==> src/design/csvt_pkg.sv <==
`timescale 1ns / 1ps
// csv tokenizer shared types, byte codes and parse mode codes
package csvt_pkg;

    localparam int unsigned MAX_COLUMN_INDEX = 1023;
    localparam int unsigned COL_W = 10;
    localparam int unsigned COL_LIMIT_INT =
        (MAX_COLUMN_INDEX > ((1 << COL_W) - 1)) ? ((1 << COL_W) - 1) : MAX_COLUMN_INDEX;
    localparam logic [COL_W-1:0] COL_LIMIT = COL_LIMIT_INT[COL_W-1:0];

    localparam logic [7:0] QUOTE_BYTE = 8'h22;
    localparam logic [7:0] LF_BYTE    = 8'h0A;
    localparam logic [7:0] CR_BYTE    = 8'h0D;
    localparam logic [7:0] DELIM_RESET = 8'd44;

    localparam int unsigned MODE_W = 3;
    localparam logic [MODE_W-1:0] M_REC_START  = 3'd0;
    localparam logic [MODE_W-1:0] M_FLD_START  = 3'd1;
    localparam logic [MODE_W-1:0] M_IN_TEXT    = 3'd2;
    localparam logic [MODE_W-1:0] M_QUOTED     = 3'd3;
    localparam logic [MODE_W-1:0] M_QUOTE_SEEN = 3'd4;
    localparam logic [MODE_W-1:0] M_AFTER_CR   = 3'd5;

    typedef struct packed {
        logic             has;
        logic             byte_valid;
        logic [7:0]       field_byte;
        logic             field_done;
        logic             record_done;
        logic [COL_W-1:0] column_index;
    } result_t;

endpackage

==> src/design/csvt_step.sv <==
`timescale 1ns / 1ps
// csv tokenizer per-byte parse step: next mode, next column and result word
module csvt_step (
    input  logic [csvt_pkg::MODE_W-1:0] mode,
    input  logic [csvt_pkg::COL_W-1:0]  column,
    input  logic [7:0]                  delimiter,
    input  logic [7:0]                  text_byte,
    input  logic                        is_final,
    output logic [csvt_pkg::MODE_W-1:0] mode_next,
    output logic [csvt_pkg::COL_W-1:0]  column_next,
    output csvt_pkg::result_t           result
);

    logic [csvt_pkg::MODE_W-1:0] mode_eff;
    logic                        skip_lf;
    logic                        is_quote;
    logic [csvt_pkg::COL_W-1:0]  column_inc;

    // plain text handling
    logic [csvt_pkg::MODE_W-1:0] txt_mode;
    logic [csvt_pkg::COL_W-1:0]  txt_column;
    csvt_pkg::result_t           txt_res;
    csvt_pkg::result_t           put_res;
    csvt_pkg::result_t           none_res;

    logic [csvt_pkg::MODE_W-1:0] step_mode;
    logic [csvt_pkg::COL_W-1:0]  step_column;
    csvt_pkg::result_t           step_res;

    assign is_quote   = (text_byte == csvt_pkg::QUOTE_BYTE);
    assign column_inc = (column < csvt_pkg::COL_LIMIT) ? column + 1'b1 : column;

    always_comb begin
        none_res = '0;
        put_res = '0;
        put_res.has = 1'b1;
        put_res.byte_valid = 1'b1;
        put_res.field_byte = text_byte;
        put_res.column_index = column;
    end

    always_comb begin
        txt_res = '0;
        txt_res.has = 1'b1;
        txt_res.column_index = column;
        priority if (text_byte == delimiter) begin
            txt_res.field_done = 1'b1;
            txt_column = column_inc;
            txt_mode = csvt_pkg::M_FLD_START;
        end else if (text_byte == csvt_pkg::CR_BYTE) begin
            txt_res.field_done = 1'b1;
            txt_res.record_done = 1'b1;
            txt_column = '0;
            txt_mode = csvt_pkg::M_AFTER_CR;
        end else if (text_byte == csvt_pkg::LF_BYTE) begin
            txt_res.field_done = 1'b1;
            txt_res.record_done = 1'b1;
            txt_column = '0;
            txt_mode = csvt_pkg::M_REC_START;
        end else begin
            txt_res = put_res;
            txt_column = column;
            txt_mode = csvt_pkg::M_IN_TEXT;
        end
    end

    // lf right after a record-ending cr is swallowed
    always_comb begin
        mode_eff = (mode == csvt_pkg::M_AFTER_CR) ? csvt_pkg::M_REC_START : mode;
        skip_lf  = (mode == csvt_pkg::M_AFTER_CR) && (text_byte == csvt_pkg::LF_BYTE);
    end

    always_comb begin
        step_mode = txt_mode;
        step_column = column;
        step_res = none_res;
        if (skip_lf) begin
            step_mode = csvt_pkg::M_REC_START;
        end else begin
            unique case (mode_eff)
                csvt_pkg::M_REC_START, csvt_pkg::M_FLD_START: begin
                    if (is_quote) begin
                        step_mode = csvt_pkg::M_QUOTED;
                    end else begin
                        step_mode = txt_mode;
                        step_column = txt_column;
                        step_res = txt_res;
                    end
                end
                csvt_pkg::M_QUOTED: begin
                    if (is_quote) begin
                        step_mode = csvt_pkg::M_QUOTE_SEEN;
                    end else begin
                        step_mode = csvt_pkg::M_QUOTED;
                        step_res = put_res;
                    end
                end
                csvt_pkg::M_QUOTE_SEEN: begin
                    if (is_quote) begin
                        step_mode = csvt_pkg::M_QUOTED;
                        step_res = put_res;
                    end else begin
                        step_mode = txt_mode;
                        step_column = txt_column;
                        step_res = txt_res;
                    end
                end
                default: begin
                    step_mode = txt_mode;
                    step_column = txt_column;
                    step_res = txt_res;
                end
            endcase
        end
    end

    // end of text closes any open record
    always_comb begin
        mode_next = step_mode;
        column_next = step_column;
        result = step_res;
        if (is_final) begin
            if (step_mode == csvt_pkg::M_IN_TEXT || step_mode == csvt_pkg::M_QUOTED ||
                step_mode == csvt_pkg::M_QUOTE_SEEN || step_mode == csvt_pkg::M_FLD_START) begin
                result.has = 1'b1;
                result.field_done = 1'b1;
                result.record_done = 1'b1;
                result.column_index = step_column;
            end
            mode_next = csvt_pkg::M_REC_START;
            column_next = '0;
        end
    end

endmodule

==> src/design/csv_byte_stream_tokenizer_core.sv <==
`timescale 1ns / 1ps
// csv tokenizer top level: input register, parse step and result register
//
//  channel | ports                                   | direction
//  --------+-----------------------------------------+----------
//  input   | s_valid s_ready s_text_byte s_is_final  | in
//  result  | m_valid m_ready m_byte_valid .. column  | out
//  config  | cfg_delimiter_we cfg_delimiter          | in
//
// one word per cycle sustained while m_ready holds; a word passes the input register, then the result register
// the parse mode and column counter update on the same edge as a word leaves the input register
// a word that yields no result only updates the parse state
// a stalled result register holds the input register; s_ready follows m_ready combinationally
// synchronous active-low reset clears valids, parse state and sets delimiter to comma
module csv_byte_stream_tokenizer_core (
    input  logic                       aclk,
    input  logic                       aresetn,
    input  logic                       cfg_delimiter_we,
    input  logic [7:0]                 cfg_delimiter,
    input  logic                       s_valid,
    output logic                       s_ready,
    input  logic [7:0]                 s_text_byte,
    input  logic                       s_is_final,
    output logic                       m_valid,
    input  logic                       m_ready,
    output logic                       m_byte_valid,
    output logic [7:0]                 m_field_byte,
    output logic                       m_field_done,
    output logic                       m_record_done,
    output logic [csvt_pkg::COL_W-1:0] m_column_index
);

    logic [7:0]                  delimiter_reg;
    logic                        in_valid_reg;
    logic [7:0]                  in_byte_reg;
    logic                        in_final_reg;
    logic [csvt_pkg::MODE_W-1:0] mode_reg;
    logic [csvt_pkg::MODE_W-1:0] mode_next;
    logic [csvt_pkg::COL_W-1:0]  column_reg;
    logic [csvt_pkg::COL_W-1:0]  column_next;
    logic                        out_valid_reg;
    csvt_pkg::result_t           out_reg;
    csvt_pkg::result_t           step_res;
    logic                        advance;

    assign advance = in_valid_reg && (!out_valid_reg || m_ready);
    assign s_ready = !in_valid_reg || advance;

    csvt_step u_step (
        .mode        (mode_reg),
        .column      (column_reg),
        .delimiter   (delimiter_reg),
        .text_byte   (in_byte_reg),
        .is_final    (in_final_reg),
        .mode_next   (mode_next),
        .column_next (column_next),
        .result      (step_res)
    );

    always_ff @(posedge aclk) begin
        if (!aresetn) begin
            delimiter_reg <= csvt_pkg::DELIM_RESET;
        end else if (cfg_delimiter_we) begin
            delimiter_reg <= cfg_delimiter;
        end
    end

    always_ff @(posedge aclk) begin
        if (!aresetn) begin
            in_valid_reg <= 1'b0;
        end else if (s_ready) begin
            in_valid_reg <= s_valid;
        end
    end

    always_ff @(posedge aclk) begin
        if (s_valid && s_ready) begin
            in_byte_reg  <= s_text_byte;
            in_final_reg <= s_is_final;
        end
    end

    always_ff @(posedge aclk) begin
        if (!aresetn) begin
            mode_reg   <= csvt_pkg::M_REC_START;
            column_reg <= '0;
        end else if (advance) begin
            mode_reg   <= mode_next;
            column_reg <= column_next;
        end
    end

    always_ff @(posedge aclk) begin
        if (!aresetn) begin
            out_valid_reg <= 1'b0;
        end else if (advance) begin
            out_valid_reg <= step_res.has;
        end else if (m_ready) begin
            out_valid_reg <= 1'b0;
        end
    end

    always_ff @(posedge aclk) begin
        if (advance) begin
            out_reg <= step_res;
        end
    end

    assign m_valid        = out_valid_reg;
    assign m_byte_valid   = out_reg.byte_valid;
    assign m_field_byte   = out_reg.field_byte;
    assign m_field_done   = out_reg.field_done;
    assign m_record_done  = out_reg.record_done;
    assign m_column_index = out_reg.column_index;

endmodule

==> config.mk <==
export PLATFORM = sky130hd
export DESIGN_NAME = csv_byte_stream_tokenizer_core
export DESIGN_NICKNAME = d
export VERILOG_FILES = /design/src/design/csvt_pkg.sv /design/src/design/csvt_step.sv /design/src/design/csv_byte_stream_tokenizer_core.sv
export SDC_FILE = /design/constraint.sdc
export NUM_CORES = 1
export LEC_CHECK = 0
export BUFFER_PORTS_ARGS = -buffer_cell sky130_fd_sc_hd__buf_2
export CORE_UTILIZATION = 40
export CTS_CLUSTER_DIAMETER = 60
export DETAILED_ROUTE_END_ITERATION = 10
export PLACE_DENSITY = 0.69
export SYNTH_ARGS = -nofsm -noshare
export SYNTH_HDL_FRONTEND = slang
export SYNTH_SLANG_ARGS = --single-unit
==> constraint.sdc <==
create_clock -name aclk -period 7 [get_ports aclk]
set_input_delay 1.4 -clock aclk [delete_from_list [all_inputs] [get_ports aclk]]
set_output_delay 1.4 -clock aclk [all_outputs]
set_load 0.005 [all_outputs]
# Yosys cells after proc, flatten, opt, wreduce, memory -nomap -nowiden
# Cells that the tools add are included.
totals:
  input_bits: 22
  output_inout_bits: 23
  register_bits: 53
  mem_bits_ro: 0
  wordCells: 75
  latchBits: 0
  mem_count: 0
  ramBits: 0
op_classes:
  muxes: 35
  n_eq_ne: 12
  reduce_logical: 14
  div: 0
  bitwise_logic: 0
  mul: 0
  n_addsub: 1
  shift: 0
  magnitude_cmp: 1
ops:
  columns: ["cell", "n"]
  rows:
  - ["2-to-1 mux 10 bit", 9]
  - ["2-to-1 mux 22 bit", 4]
  - ["one-hot mux 22 bit (3 select lines)", 1]
  - ["2-to-1 mux 12 bit", 2]
  - ["2-to-1 mux 3 bit", 7]
  - ["one-hot mux 10 bit (2 select lines)", 1]
  - ["== test 8 x 4 -> 1 bit (second input constant)", 2]
  - ["2-to-1 mux 11 bit", 1]
  - ["adder 10 x 1 -> 10 bit (second input constant)", 1]
  - ["< comparator 10 bit (second input constant)", 1]
  - ["== test 3 x 2 -> 1 bit (second input constant)", 3]
  - ["== test 3 bit (second input constant)", 3]
  - ["2-to-1 mux 9 bit", 1]
  - ["== test 8 x 6 -> 1 bit (second input constant)", 1]
  - ["== test 8 bit", 1]
  - ["== test 3 x 1 -> 1 bit (second input constant)", 2]
  - ["2-to-1 mux 2 bit", 3]
  - ["one-hot mux 3 bit (2 select lines)", 1]
  - ["logical OR 1 bit", 5]
  - ["2-to-1 mux 1 bit", 5]
  - ["logical AND 1 bit", 3]
  - ["logical NOT 3 bit", 1]
  - ["OR reduction 3 bit", 1]
  - ["logical NOT 1 bit", 2]
  - ["other kinds (2)", 2]

# Depth between registers and ports, before layout
logic_depth:
  depth_word: 14
  mapped_depth: 9
  depth_no_buf: 6

# Hierarchy
# A second synthesis with hierarchy kept.
unflattened:
  cells_unflattened: 294
  area_unflattened_um2: 2964.1
modules_own_cells:
  columns: ["mod", "seq_area_each_um2", "n_inst", "cells_each", "area_per_inst_um2"]
  rows:
  - ["csv_byte_stream_tokenizer_core", 1361.3, 1, 123, 1821.7]
  - ["csvt_step", 0.0, 1, 171, 1142.3]

# Least setup slack after synthesis
# No wires, ideal clock.
synth_timing:
  path_kind: "input -> output"
  startpoint: "input m_ready"
  endpoint: "output s_ready"
  cell_stages: 2
  n_path_buf: 0
  arrival_ns: 1.695
  setup_slack_ns: 3.905
  required_time_ns: 5.600
  path_cell_list: "nor2b_1 > nand2_1"
synth_via:
  elab_chain_len: 3
synth_lines:
  columns: ["element", "line", "source"]
  rows:
  - ["start: declaration", "csv_byte_stream_tokenizer_core.sv:25", "input logic m_ready,"]
  - ["logical OR 1 bit", "csv_byte_stream_tokenizer_core.sv:46", "assign advance = in_valid_reg && (!out_valid_reg || m_ready);"]
  - ["logical AND 1 bit", "csv_byte_stream_tokenizer_core.sv:46", null]
  - ["logical OR 1 bit", "csv_byte_stream_tokenizer_core.sv:47", "assign s_ready = !in_valid_reg || advance;"]
  - ["end: declaration", "csv_byte_stream_tokenizer_core.sv:21", "output logic s_ready,"]
# Every way passes these cells.

# Final worst setup path
layout_timing:
  startpoint: "input m_ready"
  endpoint: "register mode_reg[2] (netlist bit)"
layout_via:
  elab_chain_len: 2
layout_lines:
  columns: ["element", "line", "source"]
  rows:
  - ["logical OR 1 bit", "csv_byte_stream_tokenizer_core.sv:46", null]
  - ["logical AND 1 bit", "csv_byte_stream_tokenizer_core.sv:46", null]
  - ["named net advance", "csv_byte_stream_tokenizer_core.sv:44", "logic advance;"]
  - ["end signal: assignment", "csv_byte_stream_tokenizer_core.sv:85", "mode_reg <= csvt_pkg::M_REC_START;"]
  - ["end signal: assignment", "csv_byte_stream_tokenizer_core.sv:88", "mode_reg <= mode_next;"]
  - ["end: declaration", "csv_byte_stream_tokenizer_core.sv:37", "logic [csvt_pkg::MODE_W-1:0] mode_reg;"]
# The timed path passes the listed nets, and every way through them passes these cells.
# A chain may end at the register's enable or synchronous reset.

==> metrics <==
die extent in x 86.49 um; post-detail-place hpwl around 4.8 mm; Die Y between 80 and 90 um; clock sink total 53; Initial Util 41.79%; Hold/Removal Path Class flop to flop; ant diodes 0; Synth async-reset ratio 0%; EDFF count, synth 30; Fin Hold WS between 500 and 600 ps; post-placement setup slack 3091 ps; unique cell type count in the Yosys netlist between 50 and 60; critical path peak fanout 28; hold worst-path end delimiter_reg[2]$_SDFFE_PN1P_; vias in the first global route about 2200; die area roughly 7500 um2; Cell Rows 30; leading register cell type out of synthesis edfxtp_1; Hold Crit Depth 2; Peak Freq ~280 MHz; area grow syn2layout 12.84%; vias after detailed routing 2542; Finished Layout Cells about 430; clock buffer depth 2; met2 Use GR roughly 28%; worst r2r src in_byte_reg[2]$_DFFE_PP_; kind of critical path primary input to flop; share of layout cells above drive strength 1 ~17%; CTS clk-pin slew, worst paths around 110 ps; Placed Cells 420; post-layout util about 47%; max-slew violations 0; PD cells approximately 190 nW/um2; fillers roughly 670; Synth Register Bits between 50 and 60; Final ANT Viol Nets 0; met3 Usage GRT 3.429%; Rel. slew slack between 20% and 30%; Seq/Total Area, Yosys 47.68%; first-pass GRT wire length about 11 mm; Final Cycle Share roughly half; final hold vios 0; initial antenna violation count 0; Slew @ Worst Pin 1116 ps; hold wc startpoint delimiter_reg[2]$_SDFFE_PN1P_; skew final roughly 20 ps; H-tree Lvls 2; Reg area about 1400 um2; DRT Pass-1 Iters 5; Worst EP required between 7000 and 8000 ps; Synth Warn # 0; commonest non-fill, non-tap cells in the layout 44 x buf_2, 30 x edfxtp_1, 27 x nand2_1; leakage power around 1.1 nW; CP Launch Type primary input; Num CTS Buffers 5; r2r setup slk ~3900 ps; Crit path arrival time 3720 ps; Synth Instances a little under 300; setup violators final 0; Post-Syn Nets 319; RSZ-0062 raised after global routing no; GRT overflow 0; Setup Fix Bufs, Post-CTS 0; post-DR wirelength/cell 15.90 um; DR iter-0 viols 349; IO Pins 45; largest net degree at the start of global routing 29; vias per cell between 5 and 6; Crit. Startpoint m_ready; met1 usage around 28%; PortBufs 44; final wirelength about 7 mm; Setup WS post-layout 3471 ps; gp weighted congestion 0.8987; hold_buf cts 0; core area ~7000 um2; Crit. End Element flop; Tmin final roughly 3500 ps; Peak VDD IR just over 0.09 mV; all-layer global routing usage a little under a fifth; CTS tree yes; RR Endpoint m_column_index[7]$_DFFE_PP_; clk_lat worst skew 330 ps; footprint of the multi-input gates ~1400 um2; residual DRC count 0; Synth Cell Area between 2000 and 3000 um2; root buffer cell clkbuf_8; nets roughly 350; TNS Setup 0 ps; Syn Area/Cell roughly 9.6 um2; post-cts resize count 0; FF-to-FF path depth 6; status completed; commonest non-fill, non-tap cell in the layout buf_2; grt peak-use layer met2; max-cap violations 0
[synthesized netlist by cell type (all sizes together), types with 2 or more instances]
master   instances  area share (%)
nand3           12             2.1
a2bb2oi          2            0.61
nor2            17             2.2
nand2b           3            0.66
o311ai           2            0.61
edfxtp          30              32
and4             5             1.5
o211ai           2            0.53
nand2           27             3.5
o2bb2ai          2            0.61
a22o             3            0.92
inv              8             1.1
or3              6             1.3
and3             3            0.66
and2             7             1.5
nand3b           4             1.1
o21ai           13             2.3
clkbuf          11             1.4
nand4           10             2.2
a21o             2            0.53
o2111ai          2            0.61
buf              5             1.1
clkinv           2            0.26
mux2i            9             3.2
nor3            11             1.9
xnor2            8             2.5
a21oi           17             3.5
a31oi           15             3.3
a311oi           5             1.5
o32ai            2            0.61
dfxtp           23              16
o211a            3             1.1
o22ai            4            0.88
[critical path, cell delays in order]
cell       delay (ps)
buf_2             100
nor2b_1           240
nand2b_1          440
clkinv_1          930
nand2_1           370
a2bb2oi_1         180
nor2_1             50
[layout make-up]
type                       instances  share of cell area, %
clock buffer                       5                  2.136
inverter                          10                  1.165
timing repair buffer              44                  6.835
multi-input combinational        217                  42.99
clock inverter                     3                 0.8932
tap                               96                  3.728
sequential                        53                  42.25
[report_power, final]
| part | switching (mW) | internal [mW] |
|---|---|---|
| Clock | 0.119 | 0.0752 |
| Combinational | 0.0292 | 0.0223 |
| Sequential | 0.0120 | 0.342 |
[routing by layer]
metal	part of all wire [%]	vias up	wire [um]
met4	1.9	0	128
met3	9.3	16	634
li1	-	1224	-
met5	0	-	0
met1	46	1158	3154
met2	42	144	2887
[through the flow]
step | total power [mW] | area, um2
finish | 0.5989 | 3222
detailed placement | 0.4116 | 3124
floorplan | 0.3912 | 2855
CTS | 0.5982 | 3222
global placement | 0.4102 | 3124
global route | 0.6203 | 3222
[worst max-delay path by stage]
stage	end	slack (ps)
after CTS	mode_reg[2]$_SDFFE_PN0P_	3420
after detailed placement	mode_reg[2]$_SDFFE_PN0P_	3090
after global routing	mode_reg[2]$_SDFFE_PN0P_	3160
after global placement	mode_reg[2]$_SDFFE_PN0P_	3280
after floorplan	s_ready	3910
final	mode_reg[2]$_SDFFE_PN0P_	3470
[cells by family (layout without fill, tap and decap cells)]
| kind of cell | count (synthesis) | in the layout | share of synthesized area, % |
|---|---|---|---|
| and+or+nand+nor | 112 | 112 | 20.86 |
| AOI/OAI and AO/OA | 86 | 86 | 21.25 |
| DFF | 53 | 53 | 47.68 |
| buffers and inverters | 26 | 62 | 3.812 |
| muxes | 9 | 9 | 3.155 |
| xor gates and xnor gates | 8 | 8 | 2.454 |
| adders and majority gates | 2 | 2 | 0.7887 |
No activity file was read; power rests on OpenSTA's default activity.
